**src/sv/fntt_pkg.sv**
```systemverilog
// Shared types, codes and constants of the forward NTT core.
`default_nettype none
package fntt_pkg;

   localparam int DEF_MAX_POINTS = 4096;

   // Request kinds.
   localparam logic [2:0] KIND_WR_COEF  = 3'd0;
   localparam logic [2:0] KIND_WR_TWID  = 3'd1;
   localparam logic [2:0] KIND_WR_HINT  = 3'd2;
   localparam logic [2:0] KIND_RUN      = 3'd3;
   localparam logic [2:0] KIND_RD_COEF  = 3'd4;

   // Register indexes.
   localparam logic [1:0] CSR_LOG_N    = 2'd0;
   localparam logic [1:0] CSR_MODULUS  = 2'd1;
   localparam logic [1:0] CSR_MODE     = 2'd2;
   localparam logic [1:0] CSR_QINV     = 2'd3;

   typedef struct packed {
      logic [2:0]  kind;
      logic [11:0] slot;
      logic [63:0] word;
   } req_type;

   typedef struct packed {
      logic [61:0] coefficient;
      logic [11:0] position;
      logic        finished;
   } rsp_type;

endpackage
`default_nettype wire

```
**src/sv/fntt_mul.sv**
```systemverilog
// Multi-cycle 64x64 to 128-bit multiplier built from four 32x32 partial products.
`default_nettype none
module fntt_mul
   import fntt_pkg::*;
(
   input  wire logic         clock,
   input  wire logic         reset,
   input  wire logic         start,
   input  wire logic [63:0]  x,
   input  wire logic [63:0]  y,
   output logic              done,
   output logic [127:0]      product
);

   logic [63:0]  x_ff, y_ff;
   logic [1:0]   step_ff;
   logic         run_ff, run_in;
   logic [63:0]  pp_ff;
   logic [1:0]   sh_ff;
   logic         last_ff;
   logic         addv_ff, addv_in;
   logic         done_ff, done_in;
   logic [127:0] acc_ff;
   logic [31:0]  xpart, ypart;
   logic [127:0] pp_shifted;

   // Partial product order: low*low, low*high, high*low, high*high.
   always_comb begin
      xpart = step_ff[1] ? x_ff[63:32] : x_ff[31:0];
      ypart = step_ff[0] ? y_ff[63:32] : y_ff[31:0];
   end

   always_comb begin
      unique case (sh_ff)
         2'd0:    pp_shifted = {64'd0, pp_ff};
         2'd1:    pp_shifted = {32'd0, pp_ff, 32'd0};
         default: pp_shifted = {pp_ff, 64'd0};
      endcase
   end

   always_comb begin
      run_in  = run_ff;
      addv_in = 1'b0;
      done_in = 1'b0;
      if (start) begin
         run_in = 1'b1;
      end else if (run_ff) begin
         addv_in = 1'b1;
         if (step_ff == 2'd3) begin
            run_in = 1'b0;
         end
      end
      if (!start && addv_ff && last_ff) begin
         done_in = 1'b1;
      end
   end

   always_ff @(posedge clock) begin
      if (reset) begin
         run_ff  <= 1'b0;
         addv_ff <= 1'b0;
         done_ff <= 1'b0;
         step_ff <= 2'd0;
      end else begin
         run_ff  <= run_in;
         addv_ff <= addv_in;
         done_ff <= done_in;
         if (start) begin
            step_ff <= 2'd0;
         end else if (run_ff) begin
            step_ff <= step_ff + 2'd1;
         end
      end
   end

   always_ff @(posedge clock) begin
      if (start) begin
         x_ff   <= x;
         y_ff   <= y;
         acc_ff <= 128'd0;
      end else begin
         if (run_ff) begin
            pp_ff   <= {32'd0, xpart} * {32'd0, ypart};
            sh_ff   <= 2'(step_ff[1] + step_ff[0]);
            last_ff <= (step_ff == 2'd3);
         end
         if (addv_ff) begin
            acc_ff <= acc_ff + pp_shifted;
         end
      end
   end

   assign done    = done_ff;
   assign product = acc_ff;

endmodule
`default_nettype wire

```
**config.mk**
```make
export PLATFORM = sky130hd
export DESIGN_NAME = fntt_mul
export DESIGN_NICKNAME = d
export VERILOG_FILES = /design/src/sv/fntt_pkg.sv /design/src/sv/fntt_mul.sv
export SDC_FILE = /design/constraint.sdc
export NUM_CORES = 2
export LEC_CHECK = 0
export ABC_CLOCK_PERIOD_IN_PS = 13300
export BUFFER_PORTS_ARGS = -buffer_cell sky130_fd_sc_hd__buf_2
export CAP_MARGIN = 0
export CORE_ASPECT_RATIO = 1.2
export CORE_MARGIN = 2
export CORE_UTILIZATION = 43
export CTS_CLUSTER_SIZE = 14
export DETAILED_ROUTE_END_ITERATION = 10
export GPL_ROUTABILITY_DRIVEN = 1
export PLACE_DENSITY = 0.63
export SLEW_MARGIN = 20
export SYNTH_ARGS = -nofsm -noshare
export SYNTH_HDL_FRONTEND = slang
export SYNTH_SLANG_ARGS = --single-unit
```
**constraint.sdc**
```tcl
create_clock -name clock -period 13.3 [get_ports clock]
set_input_delay 1.33 -clock clock [delete_from_list [all_inputs] [get_ports clock]]
set_output_delay 1.33 -clock clock [all_outputs]
set_load 0.1 [all_outputs]
```
==> impl_metrics.json <==
{
  "outcome": "finished, final reports clean",
  "postRouteWirelength_mm": 188,
  "globalplace.congestion": 1.01,
  "slew_viol_final": 0,
  "post-route-drc-count": 0,
  "multi_input_area_sq_um": 39900,
  "synthDominantCellAreaShare": 0.339,
  "yosysWarnings": 0,
  "average_cell_area_after_synthesis_sq_um": 8.98,
  "clock-skew-final_ns": 0.0440,
  "crit_path_start": "step_ff[0]$_SDFFE_PP0P_",
  "timing.max_slew.rel_slack": 0.356,
  "detailed_route_iter0_violations": 4031,
  "vias_per_cell": 5.67,
  "synthArstFlopShare": 0,
  "synth_area_leader_cell": "fa_1",
  "synth_nets": 7320,
  "final_layout_fill_cell_count": 11900,
  "antenna_violations_before_repair": 4,
  "final_area_sq_um": 57400,
  "cts_htree_levels": 2,
  "number_of_max_cap_violations": 0,
  "cp.required_ns": 13.70,
  "worst_hold_margin_ns": 0.491,
  "seq_area_frac_synth": 0.160,
  "worst_r2r_start": "step_ff[0]$_SDFFE_PP0P_",
  "worst_hold_path_type": "register to register",
  "synth-seq-cells": 327,
  "cts_hold_buffers": 0,
  "yosys.area_share.adder": 0.431,
  "critPathMaxFanout": 42,
  "floorplan.core_area_sq_um": 123000,
  "routed-via-count": 43300,
  "cts_buffer_depth": 3,
  "drt-wirelength-per-cell_um": 24.6,
  "worstSetupStartpointType": "register",
  "floorplan.die_area_sq_um": 126000,
  "grt_pass1_vias": 45000,
  "tritoncts_clock_tree": "built",
  "cts_buffers": 41,
  "num-nets-final": 7388,
  "clk_pin_slew_ns": 0.06,
  "setup_tns_ns": 0,
  "cts.repair.resized": 0,
  "endpoint_kind": "register",
  "ys_types": 92,
  "setup_failing_eps_final": 0,
  "hpwl_mm": 148,
  "clock.fmax_mhz": 99.9,
  "synth_xor_xnor_area_share": 0.0263,
  "floorplan.rows": 141,
  "hold_violations": 0,
  "rsz0062_at_grt": "no",
  "timing.final.crit_period_ns": 10.01,
  "post_synth_mux_area_share": 0.0443,
  "die_w_um": 324,
  "synth_compound_gate_area_share": 0.103,
  "synthesis.instances": 5901,
  "syn-cell-area_sq_um": 53000,
  "edff_count_synth": 194,
  "cts.sinks": 327,
  "die_h_um": 388,
  "critical_path_class": "register to register",
  "detail-route-antenna-nets": 0,
  "io_pins": 260,
  "clk_root_buffer_cell": "clkbuf_16",
  "tightest_slew_ns": 0.946,
  "area_growth_syn_to_layout_pct": 8.30,
  "clk_latency_ns": 0.64,
  "cp.arrival_ns": 10.40,
  "grt_overflow_total": 0,
  "drive_gt1_frac": 0.0946,
  "synth_flop_cell": "edfxtp_1",
  "final_period_utilization": 0.753,
  "yosys.area_share.simple": 0.145,
  "grt_max_degree": 84,
  "area.sequential_sq_um": 8500,
  "drt-pass1-iter-count": 6,
  "starting_utilization_of_the_core_area": 0.432,
  "hold_path.startpoint": "product[56]$_SDFFE_PP0P_",
  "synthTopCellsByArea": "fa_1 34%, edfxtp_1 11%, ha_1 9.2%",
  "globalRouteTotalUtil": 0.297,
  "placed_instance_area_sq_um": 56000,
  "global_route_wire_length_before_repair_mm": 280,
  "num_antenna_cells": 0,
  "synth_top_family_by_area": "adder cells",
  "port-buffer-count": 259,
  "post-cts-setup-buffers": 0
}
-- layout by cell type, fill, tap and decap left out, types with 13 or more instances in the layout --
| master | n |
|---|---|
| edfxtp_1 | 194 |
| nand2_1 | 641 |
| o21ai_0 | 141 |
| ha_1 | 391 |
| xnor2_1 | 94 |
| and2_1 | 78 |
| buf_2 | 258 |
| a22o_1 | 33 |
| a211oi_1 | 22 |
| dfxtp_1 | 130 |
| nand4_1 | 67 |
| mux2_2 | 66 |
| o21bai_1 | 38 |
| a31oi_1 | 23 |
| nor2b_1 | 14 |
| nor2_1 | 828 |
| fa_1 | 897 |
| nor3_1 | 41 |
| clkbuf_16 | 43 |
| inv_1 | 943 |
| a21o_1 | 148 |
| a21oi_1 | 234 |
| mux2i_2 | 42 |
| o21a_1 | 24 |
| and3_1 | 30 |
| mux2i_1 | 112 |
| o211ai_1 | 15 |
| xor2_1 | 65 |
| buf_4 | 81 |
| nand3_1 | 47 |
| nand2b_1 | 13 |
-- cell usage after synthesis (30+ instances only) --
cell / n
o21bai_1: 38
a22o_1: 33
xor2_1: 65
a21oi_1: 234
nor2_1: 830
nor3_1: 41
nand2_1: 641
mux2i_1: 160
edfxtp_1: 194
inv_1: 943
nand4_1: 67
o21ai_0: 141
mux2_2: 66
ha_1: 391
nand3_1: 47
xnor2_1: 94
and3_1: 30
fa_1: 897
dfxtp_1: 133
clkbuf_1: 271
a21o_1: 148
and2_1: 78
-- sequential cells by signal, indices dropped and copies added (netlist names) --
register	count
addv_ff	1
done	1
pp_ff	64
product	128
run_ff	1
sh_ff	2
step_ff	2
x_ff	64
y_ff	64
-- worst max-delay path: stages, from the launching register on --
cell and delay (ns):
dfxtp_4 0.82, buf_4 0.53, mux2_2 0.65, nand2_1 0.17, fa_1 0.44, inv_1 0.07, fa_1 0.43, fa_1 0.53
inv_1 0.08, fa_1 0.49, inv_1 0.05, fa_1 0.48, fa_1 0.56, fa_1 0.43, fa_1 0.44, ha_1 0.40
and2_1 0.19, or2_1 0.20, a21o_1 0.18, a21oi_1 0.16, nor2b_1 0.27, o221ai_1 0.16, a31oi_1 0.36, o21ai_1 0.23
a2111oi_2 0.60, o21ai_1 0.28, mux2i_1 0.17, nor4b_1 0.33
-- metal layers --
metal  vias to the layer above  share of wire  GRT usage
met4                         4          0.075      0.185
met5                         -        0.00013          0
met2                      2280           0.46      0.480
met1                     21500           0.37      0.361
li1                      19000              -          -
met3                       587          0.093     0.0668
-- path summary, 6_finish.rpt --
path / endpoint / slack, ns / cells after the start
hold / removal: product[56]$_SDFFE_PP0P_ / 0.49 / 2
setup / recovery: pp_ff[63]$_DFFE_PP_ / 3.29 / 27
hold reg to reg: product[56]$_SDFFE_PP0P_ / 0.49 / 2
setup reg to reg: pp_ff[63]$_DFFE_PP_ / 3.29 / 27
-- final cells by class --
cell class | count | share of cell area
multi-input cells | 4313 | 0.696
flip-flops and latches | 327 | 0.148
inverters | 945 | 0.0618
well taps | 1644 | 0.0359
repair buffers | 341 | 0.0337
clock buffers | 52 | 0.0195
clock inverters | 24 | 0.00456
-- through the flow --
stage	cells	setup slack, ns	utilization
2_1_floorplan	5901	4.37	-
3_3_place_gp	7570	3.49	0.457
3_5_place_dp	7570	3.36	0.457
4_1_cts	7646	3.35	0.468
5_1_grt	7646	2.90	0.468
6_report	7646	3.29	0.468
-- logic make-up after synthesis --
logic type,after synthesis
flops,327
xor+xnor,159
mux,226
buf+inv,1261
simple gates,1818
compound gates,822
fa+ha+maj,1288
Power is not shown: default switching activity piles up to over one toggle a cycle in this logic, so the estimate is an artifact.
